$ cat src/hw/rtl/tlr_pkg.sv
`timescale 1ns / 1ps
// ----------------------------------------------------------------------------
// Thresholded line fit package
// Widths, codes, payload word types and the controller/datapath interface
// shared by the thresholded linear regression fit block.
// ----------------------------------------------------------------------------
package tlr_pkg;

    // Field and accumulator widths.
    localparam int PIX_W      = 12;
    localparam int CNT_W      = 21;
    localparam int SUM_W      = 32;
    localparam int SQ_W       = 44;
    localparam int MAX_PIXELS = 1048576;

    // Multiplier operands are split into two halves; four partial products each.
    localparam int OPD_W     = 44;
    localparam int HALF_W    = OPD_W / 2;
    localparam int PROD_W    = 2 * OPD_W;
    localparam int MUL_STEPS = 4;
    localparam int STEP_W    = 3;

    // Fixed point result and long division sizes.
    localparam int FRAC_W    = 16;
    localparam int RES_W     = 48;
    localparam int NUM_W     = PROD_W + FRAC_W;
    localparam int DIV_CNT_W = $clog2(NUM_W);

    // Product slots, in the order the controller computes them.
    localparam int NUM_PRODS  = 6;
    localparam int PROD_IDX_W = 3;
    localparam logic [PROD_IDX_W-1:0] PROD_N_SXX   = 3'd0;
    localparam logic [PROD_IDX_W-1:0] PROD_SX_SX   = 3'd1;
    localparam logic [PROD_IDX_W-1:0] PROD_SXX_SY  = 3'd2;
    localparam logic [PROD_IDX_W-1:0] PROD_SX_SXY  = 3'd3;
    localparam logic [PROD_IDX_W-1:0] PROD_N_SXY   = 3'd4;
    localparam logic [PROD_IDX_W-1:0] PROD_SX_SY   = 3'd5;

    // Quotient selects.
    localparam logic DIV_INTERCEPT = 1'b0;
    localparam logic DIV_SLOPE     = 1'b1;

    // Result status codes.
    typedef enum logic [1:0] {
        FIT_OK         = 2'd0,
        FIT_NO_PIXELS  = 2'd1,
        FIT_DEGENERATE = 2'd2
    } fit_status_t;

    // Input word.
    typedef struct packed {
        logic [PIX_W-1:0] ref_pixel;
        logic [PIX_W-1:0] scaled_pixel;
        logic             last_pixel;
    } tlr_in_t;

    // Result word.
    typedef struct packed {
        logic signed [RES_W-1:0] intercept;
        logic signed [RES_W-1:0] slope;
        logic [1:0]              fit_status;
    } tlr_out_t;

    // Commands from the controller to the datapath.
    typedef struct packed {
        logic                  acc_en;
        logic                  mul_clear;
        logic                  mul_issue;
        logic [1:0]            chunk;
        logic                  prod_store;
        logic [PROD_IDX_W-1:0] prod_sel;
        logic                  del_load;
        logic                  div_load;
        logic                  div_step;
        logic                  div_store;
        logic                  div_sel;
        logic                  out_load;
        logic [1:0]            fit_status;
    } tlr_cmd_t;

    // Status from the datapath to the controller.
    typedef struct packed {
        logic last_pixel;
        logic count_zero;
        logic del_zero;
        logic out_free;
    } tlr_sts_t;

endpackage

$ cat src/hw/rtl/thresholded_linear_regression_fit.sv
`timescale 1ns / 1ps
// Timing: a pixel word without the last mark is summed in the cycle it is taken.
// After the last word: a count check, 6 products on one 22x22 multiplier, the
// determinant and its check, 2 divisions (one quotient bit per cycle) and the load,
// during which no word is taken. Throughput: 1 word/cycle while no fit is running.
// Reset (aresetn low, synchronous) clears the sums, the threshold and the result valid.
// ----------------------------------------------------------------------------
// Thresholded linear regression fit
// Streams pixel pairs, sums those at or above a threshold, and on the last
// pair fits intercept and slope in Q31.16 with a status code.
// ----------------------------------------------------------------------------
module thresholded_linear_regression_fit (
    input  logic                      aclk,
    input  logic                      aresetn,
    input  logic                      cfg_valid,
    output logic                      cfg_ready,
    input  logic [tlr_pkg::PIX_W-1:0] cfg_data,
    input  logic                      s_valid,
    output logic                      s_ready,
    input  tlr_pkg::tlr_in_t          s_data,
    output logic                      m_valid,
    input  logic                      m_ready,
    output tlr_pkg::tlr_out_t         m_data
);
    import tlr_pkg::*;

    tlr_cmd_t cmd;
    tlr_sts_t sts;

    // The threshold register takes a word in any cycle.
    assign cfg_ready = 1'b1;

    // Sequencer.
    tlr_ctrl u_ctrl (
        .aclk    (aclk),
        .aresetn (aresetn),
        .s_valid (s_valid),
        .s_ready (s_ready),
        .sts     (sts),
        .cmd     (cmd)
    );

    // Arithmetic and storage.
    tlr_dp u_dp (
        .aclk      (aclk),
        .aresetn   (aresetn),
        .cfg_valid (cfg_valid),
        .cfg_data  (cfg_data),
        .s_data    (s_data),
        .m_valid   (m_valid),
        .m_ready   (m_ready),
        .m_data    (m_data),
        .cmd       (cmd),
        .sts       (sts)
    );

    // The last word starts the fit, so input stalls in the next cycle.
    a_last_stalls_input: assert property (@(posedge aclk) disable iff (!aresetn)
        (s_valid && s_ready && s_data.last_pixel) |=> !s_ready)
        else $error("Input still ready after the last word was taken.");

    // Division never overlaps input acceptance.
    a_div_excludes_input: assert property (@(posedge aclk) disable iff (!aresetn)
        cmd.div_step |-> !s_ready)
        else $error("Divider stepping while input is ready.");

    // A result is loaded only into a free result register.
    a_load_when_free: assert property (@(posedge aclk) disable iff (!aresetn)
        cmd.out_load |-> (!m_valid || m_ready))
        else $error("Result loaded over a word not yet taken.");

    // A failed fit reports zero intercept and slope.
    a_fail_zero: assert property (@(posedge aclk) disable iff (!aresetn)
        (m_valid && (m_data.fit_status != FIT_OK))
        |-> ((m_data.intercept == '0) && (m_data.slope == '0)))
        else $error("Nonzero coefficients on a failed fit.");

endmodule

$ cat src/hw/rtl/tlr_ctrl.sv
`timescale 1ns / 1ps
// ----------------------------------------------------------------------------
// Thresholded line fit controller
// One-hot state machine that takes pixel words, then sequences the products,
// the determinant check, both long divisions and the result load.
// ----------------------------------------------------------------------------
module tlr_ctrl (
    input  logic              aclk,
    input  logic              aresetn,
    input  logic              s_valid,
    output logic              s_ready,
    input  tlr_pkg::tlr_sts_t sts,
    output tlr_pkg::tlr_cmd_t cmd
);
    import tlr_pkg::*;

    typedef enum logic [9:0] {
        ST_ACC    = 10'b0000000001,
        ST_CHK    = 10'b0000000010,
        ST_MUL    = 10'b0000000100,
        ST_STORE  = 10'b0000001000,
        ST_DEL    = 10'b0000010000,
        ST_DCHK   = 10'b0000100000,
        ST_DLOAD  = 10'b0001000000,
        ST_DIV    = 10'b0010000000,
        ST_DSTORE = 10'b0100000000,
        ST_OUT    = 10'b1000000000
    } state_t;

    state_t                 state_reg, state_next;
    logic [STEP_W-1:0]      step_reg, step_next;
    logic [PROD_IDX_W-1:0]  psel_reg, psel_next;
    logic [DIV_CNT_W-1:0]   dcnt_reg, dcnt_next;
    logic                   dsel_reg, dsel_next;
    fit_status_t            status_reg, status_next;

    // Next state and command decode.
    always_comb begin
        state_next  = state_reg;
        step_next   = step_reg;
        psel_next   = psel_reg;
        dcnt_next   = dcnt_reg;
        dsel_next   = dsel_reg;
        status_next = status_reg;
        s_ready     = 1'b0;
        cmd            = '0;
        cmd.chunk      = step_reg[1:0];
        cmd.prod_sel   = psel_reg;
        cmd.div_sel    = dsel_reg;
        cmd.fit_status = status_reg;
        case (state_reg)
            ST_ACC: begin
                s_ready       = 1'b1;
                cmd.mul_clear = 1'b1;
                cmd.acc_en    = s_valid;
                if (s_valid && sts.last_pixel) begin
                    state_next = ST_CHK;
                end
            end
            ST_CHK: begin
                if (sts.count_zero) begin
                    status_next = FIT_NO_PIXELS;
                    state_next  = ST_OUT;
                end else begin
                    psel_next  = PROD_N_SXX;
                    step_next  = '0;
                    state_next = ST_MUL;
                end
            end
            ST_MUL: begin
                // Issue four partial products, then wait while the last one is added.
                cmd.mul_issue = (step_reg < STEP_W'(MUL_STEPS));
                if (step_reg == STEP_W'(MUL_STEPS)) begin
                    state_next = ST_STORE;
                end else begin
                    step_next = step_reg + 1'b1;
                end
            end
            ST_STORE: begin
                cmd.prod_store = 1'b1;
                cmd.mul_clear  = 1'b1;
                step_next      = '0;
                if (psel_reg == PROD_SX_SY) begin
                    state_next = ST_DEL;
                end else begin
                    psel_next  = psel_reg + 1'b1;
                    state_next = ST_MUL;
                end
            end
            ST_DEL: begin
                cmd.del_load = 1'b1;
                state_next   = ST_DCHK;
            end
            ST_DCHK: begin
                if (sts.del_zero) begin
                    status_next = FIT_DEGENERATE;
                    state_next  = ST_OUT;
                end else begin
                    dsel_next  = DIV_INTERCEPT;
                    state_next = ST_DLOAD;
                end
            end
            ST_DLOAD: begin
                cmd.div_load = 1'b1;
                dcnt_next    = '0;
                state_next   = ST_DIV;
            end
            ST_DIV: begin
                cmd.div_step = 1'b1;
                if (dcnt_reg == DIV_CNT_W'(NUM_W - 1)) begin
                    state_next = ST_DSTORE;
                end else begin
                    dcnt_next = dcnt_reg + 1'b1;
                end
            end
            ST_DSTORE: begin
                cmd.div_store = 1'b1;
                if (dsel_reg == DIV_SLOPE) begin
                    status_next = FIT_OK;
                    state_next  = ST_OUT;
                end else begin
                    dsel_next  = DIV_SLOPE;
                    state_next = ST_DLOAD;
                end
            end
            ST_OUT: begin
                // Wait for the result register to be free.
                if (sts.out_free) begin
                    cmd.out_load = 1'b1;
                    state_next   = ST_ACC;
                end
            end
            default: begin
                state_next = ST_ACC;
            end
        endcase
    end

    // State registers.
    always_ff @(posedge aclk) begin
        if (!aresetn) begin
            state_reg  <= ST_ACC;
            step_reg   <= '0;
            psel_reg   <= PROD_N_SXX;
            dcnt_reg   <= '0;
            dsel_reg   <= DIV_INTERCEPT;
            status_reg <= FIT_OK;
        end else begin
            state_reg  <= state_next;
            step_reg   <= step_next;
            psel_reg   <= psel_next;
            dcnt_reg   <= dcnt_next;
            dsel_reg   <= dsel_next;
            status_reg <= status_next;
        end
    end

endmodule

$ cat src/hw/rtl/tlr_dp.sv
`timescale 1ns / 1ps
// ----------------------------------------------------------------------------
// Thresholded line fit datapath
// Threshold register, sum accumulators, split multiplier, product slots,
// restoring divider and the result register.
// ----------------------------------------------------------------------------
module tlr_dp (
    input  logic                     aclk,
    input  logic                     aresetn,
    input  logic                     cfg_valid,
    input  logic [tlr_pkg::PIX_W-1:0] cfg_data,
    input  tlr_pkg::tlr_in_t         s_data,
    output logic                     m_valid,
    input  logic                     m_ready,
    output tlr_pkg::tlr_out_t        m_data,
    input  tlr_pkg::tlr_cmd_t        cmd,
    output tlr_pkg::tlr_sts_t        sts
);
    import tlr_pkg::*;

    // Configuration and accumulators.
    logic [PIX_W-1:0]   thr_reg, thr_next;
    logic [CNT_W-1:0]   cnt_reg, cnt_next;
    logic [SUM_W-1:0]   sx_reg, sx_next;
    logic [SUM_W-1:0]   sy_reg, sy_next;
    logic [SQ_W-1:0]    sxy_reg, sxy_next;
    logic [SQ_W-1:0]    sxx_reg, sxx_next;
    logic [2*PIX_W-1:0] px_xy, px_xx;
    logic               take_pixel;

    // Multiplier.
    logic [OPD_W-1:0]   opa, opb;
    logic [HALF_W-1:0]  half_a, half_b;
    logic [OPD_W-1:0]   pp_reg, pp_next;
    logic [1:0]         pps_reg, pps_next;
    logic               ppv_reg, ppv_next;
    logic [PROD_W-1:0]  pp_aligned;
    logic [PROD_W-1:0]  macc_reg, macc_next;
    logic [PROD_W-1:0]  prod_reg [NUM_PRODS];

    // Divider.
    logic [PROD_W-1:0]  del_reg, del_next;
    logic [PROD_W-1:0]  num_p, num_q, num_mag;
    logic               num_neg;
    logic [NUM_W-1:0]   dividend_reg, dividend_next;
    logic [PROD_W-1:0]  rem_reg, rem_next;
    logic [PROD_W:0]    rem_shift, rem_diff;
    logic               rem_take;
    logic [RES_W:0]     quo_reg, quo_next;
    logic               ovf_reg, ovf_next;
    logic               neg_reg, neg_next;
    logic [RES_W:0]     quo_limit, quo_sat;
    logic [RES_W-1:0]   quo_signed;
    logic [RES_W-1:0]   icpt_reg, icpt_next;
    logic [RES_W-1:0]   slope_reg, slope_next;

    // Result register.
    logic               mv_reg, mv_next;
    tlr_out_t           md_reg, md_next;

    // Pixel accumulation: pairs at or above threshold, up to the pixel limit.
    assign px_xy      = (2*PIX_W)'(s_data.ref_pixel) * (2*PIX_W)'(s_data.scaled_pixel);
    assign px_xx      = (2*PIX_W)'(s_data.ref_pixel) * (2*PIX_W)'(s_data.ref_pixel);
    assign take_pixel = cmd.acc_en && (s_data.ref_pixel >= thr_reg)
                        && (cnt_reg < CNT_W'(MAX_PIXELS));

    always_comb begin
        thr_next = cfg_valid ? cfg_data : thr_reg;
        cnt_next = cnt_reg;
        sx_next  = sx_reg;
        sy_next  = sy_reg;
        sxy_next = sxy_reg;
        sxx_next = sxx_reg;
        if (cmd.out_load) begin
            cnt_next = '0;
            sx_next  = '0;
            sy_next  = '0;
            sxy_next = '0;
            sxx_next = '0;
        end else if (take_pixel) begin
            cnt_next = cnt_reg + 1'b1;
            sx_next  = sx_reg + SUM_W'(s_data.ref_pixel);
            sy_next  = sy_reg + SUM_W'(s_data.scaled_pixel);
            sxy_next = sxy_reg + SQ_W'(px_xy);
            sxx_next = sxx_reg + SQ_W'(px_xx);
        end
    end

    // Operand select for the current product slot.
    always_comb begin
        case (cmd.prod_sel)
            PROD_N_SXX: begin
                opa = OPD_W'(cnt_reg);
                opb = sxx_reg;
            end
            PROD_SX_SX: begin
                opa = OPD_W'(sx_reg);
                opb = OPD_W'(sx_reg);
            end
            PROD_SXX_SY: begin
                opa = sxx_reg;
                opb = OPD_W'(sy_reg);
            end
            PROD_SX_SXY: begin
                opa = OPD_W'(sx_reg);
                opb = sxy_reg;
            end
            PROD_N_SXY: begin
                opa = OPD_W'(cnt_reg);
                opb = sxy_reg;
            end
            PROD_SX_SY: begin
                opa = OPD_W'(sx_reg);
                opb = OPD_W'(sy_reg);
            end
            default: begin
                opa = '0;
                opb = '0;
            end
        endcase
    end

    // Partial product of one half of each operand, registered.
    assign half_a   = cmd.chunk[1] ? opa[OPD_W-1:HALF_W] : opa[HALF_W-1:0];
    assign half_b   = cmd.chunk[0] ? opb[OPD_W-1:HALF_W] : opb[HALF_W-1:0];
    assign pp_next  = OPD_W'(half_a) * OPD_W'(half_b);
    assign pps_next = {1'b0, cmd.chunk[1]} + {1'b0, cmd.chunk[0]};
    assign ppv_next = cmd.mul_issue;

    // Align the registered partial product and add it into the product.
    always_comb begin
        case (pps_reg)
            2'd0:    pp_aligned = {{OPD_W{1'b0}}, pp_reg};
            2'd1:    pp_aligned = {{HALF_W{1'b0}}, pp_reg, {HALF_W{1'b0}}};
            default: pp_aligned = {pp_reg, {OPD_W{1'b0}}};
        endcase
        if (cmd.mul_clear) begin
            macc_next = '0;
        end else if (ppv_reg) begin
            macc_next = macc_reg + pp_aligned;
        end else begin
            macc_next = macc_reg;
        end
    end

    // Determinant, clamped at zero.
    assign del_next = (prod_reg[PROD_N_SXX] >= prod_reg[PROD_SX_SX])
                      ? (prod_reg[PROD_N_SXX] - prod_reg[PROD_SX_SX]) : '0;

    // Numerator magnitude and sign for the selected quotient.
    assign num_p   = (cmd.div_sel == DIV_SLOPE) ? prod_reg[PROD_N_SXY]
                                                 : prod_reg[PROD_SXX_SY];
    assign num_q   = (cmd.div_sel == DIV_SLOPE) ? prod_reg[PROD_SX_SY]
                                                 : prod_reg[PROD_SX_SXY];
    assign num_neg = (num_p < num_q);
    assign num_mag = num_neg ? (num_q - num_p) : (num_p - num_q);

    // One restoring division step.
    assign rem_shift = {rem_reg, dividend_reg[NUM_W-1]};
    assign rem_take  = (rem_shift >= {1'b0, del_reg});
    assign rem_diff  = rem_shift - {1'b0, del_reg};

    // Saturate the quotient and apply the sign.
    assign quo_limit  = neg_reg ? {2'b01, {(RES_W-1){1'b0}}} : {2'b00, {(RES_W-1){1'b1}}};
    assign quo_sat    = (ovf_reg || (quo_reg > quo_limit)) ? quo_limit : quo_reg;
    assign quo_signed = neg_reg ? (RES_W'(0) - quo_sat[RES_W-1:0]) : quo_sat[RES_W-1:0];

    always_comb begin
        dividend_next = dividend_reg;
        rem_next      = rem_reg;
        quo_next      = quo_reg;
        ovf_next      = ovf_reg;
        neg_next      = neg_reg;
        icpt_next     = icpt_reg;
        slope_next    = slope_reg;
        if (cmd.div_load) begin
            dividend_next = {num_mag, {FRAC_W{1'b0}}};
            rem_next      = '0;
            quo_next      = '0;
            ovf_next      = 1'b0;
            neg_next      = num_neg;
        end else if (cmd.div_step) begin
            dividend_next = {dividend_reg[NUM_W-2:0], 1'b0};
            rem_next      = rem_take ? rem_diff[PROD_W-1:0] : rem_shift[PROD_W-1:0];
            quo_next      = {quo_reg[RES_W-1:0], rem_take};
            ovf_next      = ovf_reg | quo_reg[RES_W];
        end
        if (cmd.div_store) begin
            if (cmd.div_sel == DIV_SLOPE) begin
                slope_next = quo_signed;
            end else begin
                icpt_next = quo_signed;
            end
        end
    end

    // Result register: loads when free, clears when the word is taken.
    always_comb begin
        md_next = md_reg;
        mv_next = mv_reg;
        if (cmd.out_load) begin
            md_next.fit_status = cmd.fit_status;
            md_next.intercept  = (cmd.fit_status == FIT_OK) ? icpt_reg : '0;
            md_next.slope      = (cmd.fit_status == FIT_OK) ? slope_reg : '0;
            mv_next            = 1'b1;
        end else if (m_ready) begin
            mv_next = 1'b0;
        end
    end

    // Control state and accumulators.
    always_ff @(posedge aclk) begin
        if (!aresetn) begin
            thr_reg <= '0;
            cnt_reg <= '0;
            sx_reg  <= '0;
            sy_reg  <= '0;
            sxy_reg <= '0;
            sxx_reg <= '0;
            ppv_reg <= 1'b0;
            mv_reg  <= 1'b0;
        end else begin
            thr_reg <= thr_next;
            cnt_reg <= cnt_next;
            sx_reg  <= sx_next;
            sy_reg  <= sy_next;
            sxy_reg <= sxy_next;
            sxx_reg <= sxx_next;
            ppv_reg <= ppv_next;
            mv_reg  <= mv_next;
        end
    end

    // Payload registers.
    always_ff @(posedge aclk) begin
        pp_reg       <= pp_next;
        pps_reg      <= pps_next;
        macc_reg     <= macc_next;
        del_reg      <= cmd.del_load ? del_next : del_reg;
        dividend_reg <= dividend_next;
        rem_reg      <= rem_next;
        quo_reg      <= quo_next;
        ovf_reg      <= ovf_next;
        neg_reg      <= neg_next;
        icpt_reg     <= icpt_next;
        slope_reg    <= slope_next;
        md_reg       <= md_next;
        if (cmd.prod_store && (cmd.prod_sel < PROD_IDX_W'(NUM_PRODS))) begin
            prod_reg[cmd.prod_sel] <= macc_reg;
        end
    end

    assign m_valid = mv_reg;
    assign m_data  = md_reg;

    assign sts.last_pixel = s_data.last_pixel;
    assign sts.count_zero = (cnt_reg == '0);
    assign sts.del_zero   = (del_reg == '0);
    assign sts.out_free   = !mv_reg || m_ready;

endmodule

$ cat config.mk
export PLATFORM = sky130hd
export DESIGN_NAME = thresholded_linear_regression_fit
export DESIGN_NICKNAME = d
export VERILOG_FILES = /design/src/hw/rtl/tlr_pkg.sv /design/src/hw/rtl/thresholded_linear_regression_fit.sv /design/src/hw/rtl/tlr_ctrl.sv /design/src/hw/rtl/tlr_dp.sv
export SDC_FILE = /design/constraint.sdc
export NUM_CORES = 2
export LEC_CHECK = 0
export BUFFER_PORTS_ARGS = -buffer_cell sky130_fd_sc_hd__buf_2
export CORE_MARGIN = 1.5
export CORE_UTILIZATION = 25
export DETAILED_ROUTE_END_ITERATION = 6
export GPL_TIMING_DRIVEN = 0
export HOLD_SLACK_MARGIN = 0.02
export PLACE_DENSITY = 0.39
export SKIP_CTS_REPAIR_TIMING = 1
export SLEW_MARGIN = 40
export SYNTH_ARGS = -nofsm -noshare
export SYNTH_HDL_FRONTEND = slang
export SYNTH_SLANG_ARGS = --single-unit
$ cat constraint.sdc
create_clock -name aclk -period 14.7 [get_ports aclk]
set_input_delay 0.735 -clock aclk [delete_from_list [all_inputs] [get_ports aclk]]
set_output_delay 0.735 -clock aclk [all_outputs]
set_load 0.01 [all_outputs]
Yosys cells after proc, flatten, opt, wreduce, memory -nomap -nowiden. Memories as Yosys holds them, arrays and structs flattened. Index checks and enable logic that the tools add are counted. Widths: inputs -> output; s select.

Register bits: 856. Memory bits (writable): 528. Output and inout port bits: 101. Logic and storage cells: 172. Memories: 1.

Memory list: u_dp.prod_reg (depth 6, bits a word 88, rd ports 6, clocked after Yosys merged registers in 0, wr ports 1, RTL line tlr_dp.sv:39) `logic [PROD_W-1:0] prod_reg [NUM_PRODS];`.

Add/sub/neg operators: 15. $mul: 3. Order comparisons: 8. Equal/unequal tests: 30. Muxes and demuxes: 50. Bitwise operators: 3. Reductions and logical operators: 34.

Operator list (count): $mux 88 (4); $sub 88x88->88 (4); $mux 104 (2); $pmux 44 s4 (1); $pmux 88 s2 (1); $mux 48 (3); $pmux 44 s3 (1); $pmux 10 s10 (1); $ge 89x88->1 (1); $add 44x24->44 (2); $add 88x88->88 (1); $ge 88x88->1 (1); $logic_not 88->1 (1); $lt 88x88->1 (1); $mux 10 (7); $add 32x12->32 (2); $gt 49x48->1 (1); $mul 12x12->24 (2); $sub 1x48->48 const A (1); $mul 22x22->44 (1); $mux 22 (2); $add 21x1->21 const B (1); $logic_not 21->1 (1); $lt 21x21->1 const B (1); 46 further kinds (100).

Longest topological paths before layout.
Word-level depth: 6. Mapped depth: 37. Depth with buffers taken out: 33.

Hierarchy. A second synthesis with hierarchy kept.

Cells, all modules: 12094. Area, all modules: 109971.7 um^2.

Modules (own cells, without submodules): tlr_dp (times used 1, cells each 11893, area each 108295.1 um^2, sequential area each 36184.7 um^2); tlr_ctrl (times used 1, cells each 199, area each 1665.3 um^2, sequential area each 520.5 um^2); thresholded_linear_regression_fit (times used 1, cells each 2, area each 11.3 um^2, sequential area each 0.0 um^2).

Worst setup path before layout. Ideal clock, no wire load.

Path kind: reg-to-reg. Start: register u_ctrl.state_reg[9]. End: memory u_dp.prod_reg[0][0] (netlist bit) (enable). Arrival: 9.686 ns. Data required time: 13.950 ns. Setup slack: 4.264 ns. Cell stages (with the launch flop): 6. Cells stage by stage: dfxtp_1 > nor4_2 > nand3_1 > or3b_2 > clkbuf_1 > nor4_1.

Cells in the longest elaborated chain, start to end: 5.

RTL lines: from (decl) (RTL line tlr_ctrl.sv:30) `state_t state_reg, state_next;`; from (signal assigned) (RTL line tlr_ctrl.sv:149) `state_reg <= state_next;`; $eq 10x4->1 (RTL line tlr_ctrl.sv:51) `case (state_reg)`; $mux 1 (RTL line tlr_ctrl.sv:51); $logic_and 1x1->1 (RTL line tlr_dp.sv:248) `if (cmd.prod_store && (cmd.prod_sel < PROD_IDX_W'(NUM_PRODS))) begin`; $mux 1 (RTL line tlr_dp.sv:248); $mux 1 (not written as such) (RTL line tlr_dp.sv:249) `prod_reg[cmd.prod_sel] <= macc_reg;`; to (decl) (RTL line tlr_dp.sv:39).

Every way passes these cells.

Worst setup path after layout.
Start: register u_ctrl.psel_reg[1]. End: register u_dp.pp_reg[41].

Cells in the longest elaborated chain, start to end: 5. Elaborated cells on any way between the ends: 15.

RTL lines: from (decl) (RTL line tlr_ctrl.sv:32) `logic [PROD_IDX_W-1:0] psel_reg, psel_next;`; from (signal assigned) (RTL line tlr_ctrl.sv:151) `psel_reg <= psel_next;`; $eq 3x3->1, or another cell as far along (RTL line tlr_dp.sv:91) `case (cmd.prod_sel)`; $reduce_or 3->1 (no line) / $reduce_or 2->1 (equally long branches); $pmux 44 s3 / $pmux 44 s4 (equally long branches) (RTL line tlr_dp.sv:91); $mux 22, on equally long branches (RTL line tlr_dp.sv:124, tlr_dp.sv:125); $mul 22x22->44 (*) (RTL line tlr_dp.sv:126) `assign pp_next = OPD_W'(half_a) * OPD_W'(half_b);`; named net u_dp.pp_next[41] (RTL line tlr_dp.sv:34) `logic [OPD_W-1:0] pp_reg, pp_next;`; to (signal assigned) (RTL line tlr_dp.sv:236) `pp_reg <= pp_next;`; to (decl) (RTL line tlr_dp.sv:34).

Mark *: on every way through the listed nets, which the timed path passes. The rest lies on a longest branch. A chain may end at the register's enable or synchronous reset.

==> impl_metrics.toml <==
[placed_design]
place_area_um2 = 119400
hpwl_um = 371200
placement.io_buffers = 141
place.gp.congestion = 0.9702

[min_path]
hp-start = "cfg_data[0]"
holdPathEnd = "u_dp.thr_reg[0]$_SDFFE_PN0P_"
hold_path_depth = 3
hold_class = "in2reg"

[sta]
slew_viol_final = 0
skew_ns = 0.1064
worst_pin_slew_ns = 1.041
rsz0062_at_grt = "false"
relSlewSlack = 0.3008
fmax_mhz = 82.85
finalHoldViolCount = 0
period_minus_slack_ns = 12.07
timing.hold.ws_ns = 0.09511
fin_crit_sh = 0.8211
setup_violations = 0

[synthesis]
synth-seq-cells = 1384
seq_area_frac_synth = 0.3349
yosys-top-cells-area = "edfxtp_1 (25%), fa_1 (11%), ha_1 (9.4%)"
syn_inst = 12140
synth.distinct_cells = 107
syn-num-nets = 13630
yosysWarningCount = 0
synth_top_cell_area_share = 0.2463
synth_edf_count = 899
syn_area_um2 = 109600
syn_avg_cell_area_um2 = 9.030
ys.flop_type = "edfxtp_1"
synthArstFlopShare = 0
synth_top_area_cell = "edfxtp_1"

[worst_setup_path]
cp-startpoint = "u_ctrl.psel_reg[1]$_SDFFE_PN0P_"
critical-path-max-stage-delay_ns = 0.73
worst-path-max-fanout = 10
cp_common_cell = "inv_1"
r2r_slack_ns = 2.63
worstSetupPathType = "reg2reg"
critPathRequiredTime_ns = 15.37
r2r_end = "u_dp.pp_reg[41]$_DFF_P_"
cp_slowest_cell = "a211oi_1"
arrival_ns = 12.74
worst_r2r_startpoint = "u_ctrl.psel_reg[1]$_SDFFE_PN0P_"
worstRegToRegCells = 35
start_kind = "register"
crit_path_end_kind = "register"

[clocking]
root_buffer = "clkbuf_16"
h-tree-depth = 4
cts_inserted_buffers = 177
clk_latency_ns = 0.94
clkTransAtPathRegs_ns = 0.07
cts_tree = "yes"
cts.sinks = 1384
cts_max_path_buffers = 4

[run_status]
failed_checks = "DRC"
status = "finished with violations"

[route]
drc = 2
postRouteWirelength_um = 453200
wl_per_cell_um = 24.50
vias = 91170
drtIter0Drc = 7193
routed_via_density = 4.928
firstDrtPassIters = 7
drtAntennaViolNets = 0

[layout]
largest_reg_flops = 528
finalNetCount = 14100
fin_util = 0.2876
layout-area-overhead-vs-synth_pct = 14.26
drive_gt1_frac = 0.06567
design_area_um2 = 125200

[global_routing]
grt_pass1_vias = 91570
antenna_found_initial = 19
grt_usage = 0.1999
overflow = 0
grt_pass1_wl_um = 655100
grt_max_degree = 73

[floorplanning]
core.rowCount = 242
start_util = 0.2517
fp.dieH_um = 665.1
fp.dieArea_um2 = 442400
fp.dieW_um = 665.1
core-area_um2 = 435400
ioPinCount = 143

[pwr]
powerDensity_nw_per_um2 = 92.89
peakVddDrop_mv = 0.1440
p_leak_nw = 52.24

[job]
maxCapViolCount = 0
==> cells in the mapped netlist (53+ instances only) <==
cell and number:
dfxtp_1 485, buf_2 60, nor2b_1 74, xor2_1 176, and3_1 101, a21o_1 347
a31oi_1 86, nand2b_1 66, a221o_1 69, o21bai_1 162, or3_1 80, nand3_1 185
nor3_1 176, and2_1 290, clkbuf_1 491, xnor2_1 305, a22o_1 53, nand2_1 1304
mux2i_1 295, edfxtp_1 899, o21a_1 79, a211oi_1 95, nand4_1 182, inv_1 1308
nor2_1 964, ha_1 821, fa_1 626, a21oi_1 983, nor4_1 67, o21ai_0 686
==> worst max-delay path by stage <==
stage | end | slack [ns] | depth (start not counted)
finish | u_dp.pp_reg[41]$_DFF_P_ | 2.63 | 35
global route | u_dp.pp_reg[41]$_DFF_P_ | 2.03 | 35
CTS | u_dp.pp_reg[39]$_DFF_P_ | 2.69 | 35
detailed placement | u_dp.pp_reg[41]$_DFF_P_ | 2.79 | 35
global placement | u_dp.prod_reg[1][81]$_DFFE_PP_ | -4.05 | 5
floorplan | u_dp.prod_reg[0][0]$_DFFE_PP_ | 4.26 | 5
==> metrics by stage <==
step	setup slack (ns)	cells	setup TNS, ns	power [mW]
3_3_place_gp	-4.052	18010	-735.62	7.262
2_1_floorplan	4.264	12140	0	6.306
5_1_grt	2.031	18500	0	12.28
6_report	2.630	18500	0	11.63
3_5_place_dp	2.788	18170	0	7.274
4_1_cts	2.695	18490	0	11.81
==> critical path, delay by kind of cell, from the launching register on <==
kind / cells / cell delay (ns)
fa+ha+maj: 9 / 4.24
compound gates: 7 / 2.74
flops: 1 / 0.32
buf+inv: 13 / 2.86
xor+xnor: 1 / 0.56
simple gates: 5 / 1.13
==> final cells by class <==
class / instances / area (um2)
buffer: 599 / 2426
antenna: 4 / 10.01
inverter: 1311 / 4932
tap: 5734 / 7174
timing repair buffer: 299 / 2267
clock buffer: 232 / 4810
sequential: 1384 / 36720
clock inverter: 93 / 963.4
multi-input combinational: 8843 / 65920
fill: 46930 / 310200
==> report_power, final <==
part           internal [mW]  leakage (nW)  total, mW  switching, mW
sequential              4.15          11.8       4.24         0.0925
clock                   2.55          2.78       4.45           1.90
combinational           1.14          37.6       2.94           1.81
==> cell usage in the layout, fill, tap and decap left out, types with 305 or more instances in the layout <==
cell      Yosys  routed
edfxtp_1    899     899
nor2_1      964     958
ha_1        821     821
fa_1        626     626
xnor2_1     305     305
a21oi_1     983     983
dfxtp_1     485     471
clkbuf_1    491     499
o21ai_0     686     681
a21o_1      347     347
inv_1      1308    1307
nand2_1    1304    1304
==> routing by layer <==
layer | GRT usage | vias up | wire (um)
li1 | - | 43110 | -
met1 | 0.2735 | 45190 | 209500
met2 | 0.3326 | 2290 | 209600
met3 | 0.01926 | 581 | 19080
met4 | 0.05987 | 2 | 15040
met5 | 0 | - | 8
==> logic make-up (layout without fill, tap and decap cells) <==
kind of cell,count (synthesis),count (layout),synth area share
flops,1384,1384,0.3349
mux,302,302,0.02766
buf+inv,1910,2534,0.06640
other cells,1,5,0.00003422
fa+ha+maj,1447,1447,0.2081
compound gates,3004,3004,0.1722
simple gates,3608,3608,0.1523
xor+xnor,481,481,0.03844
(Power assumes the default switching activity.)
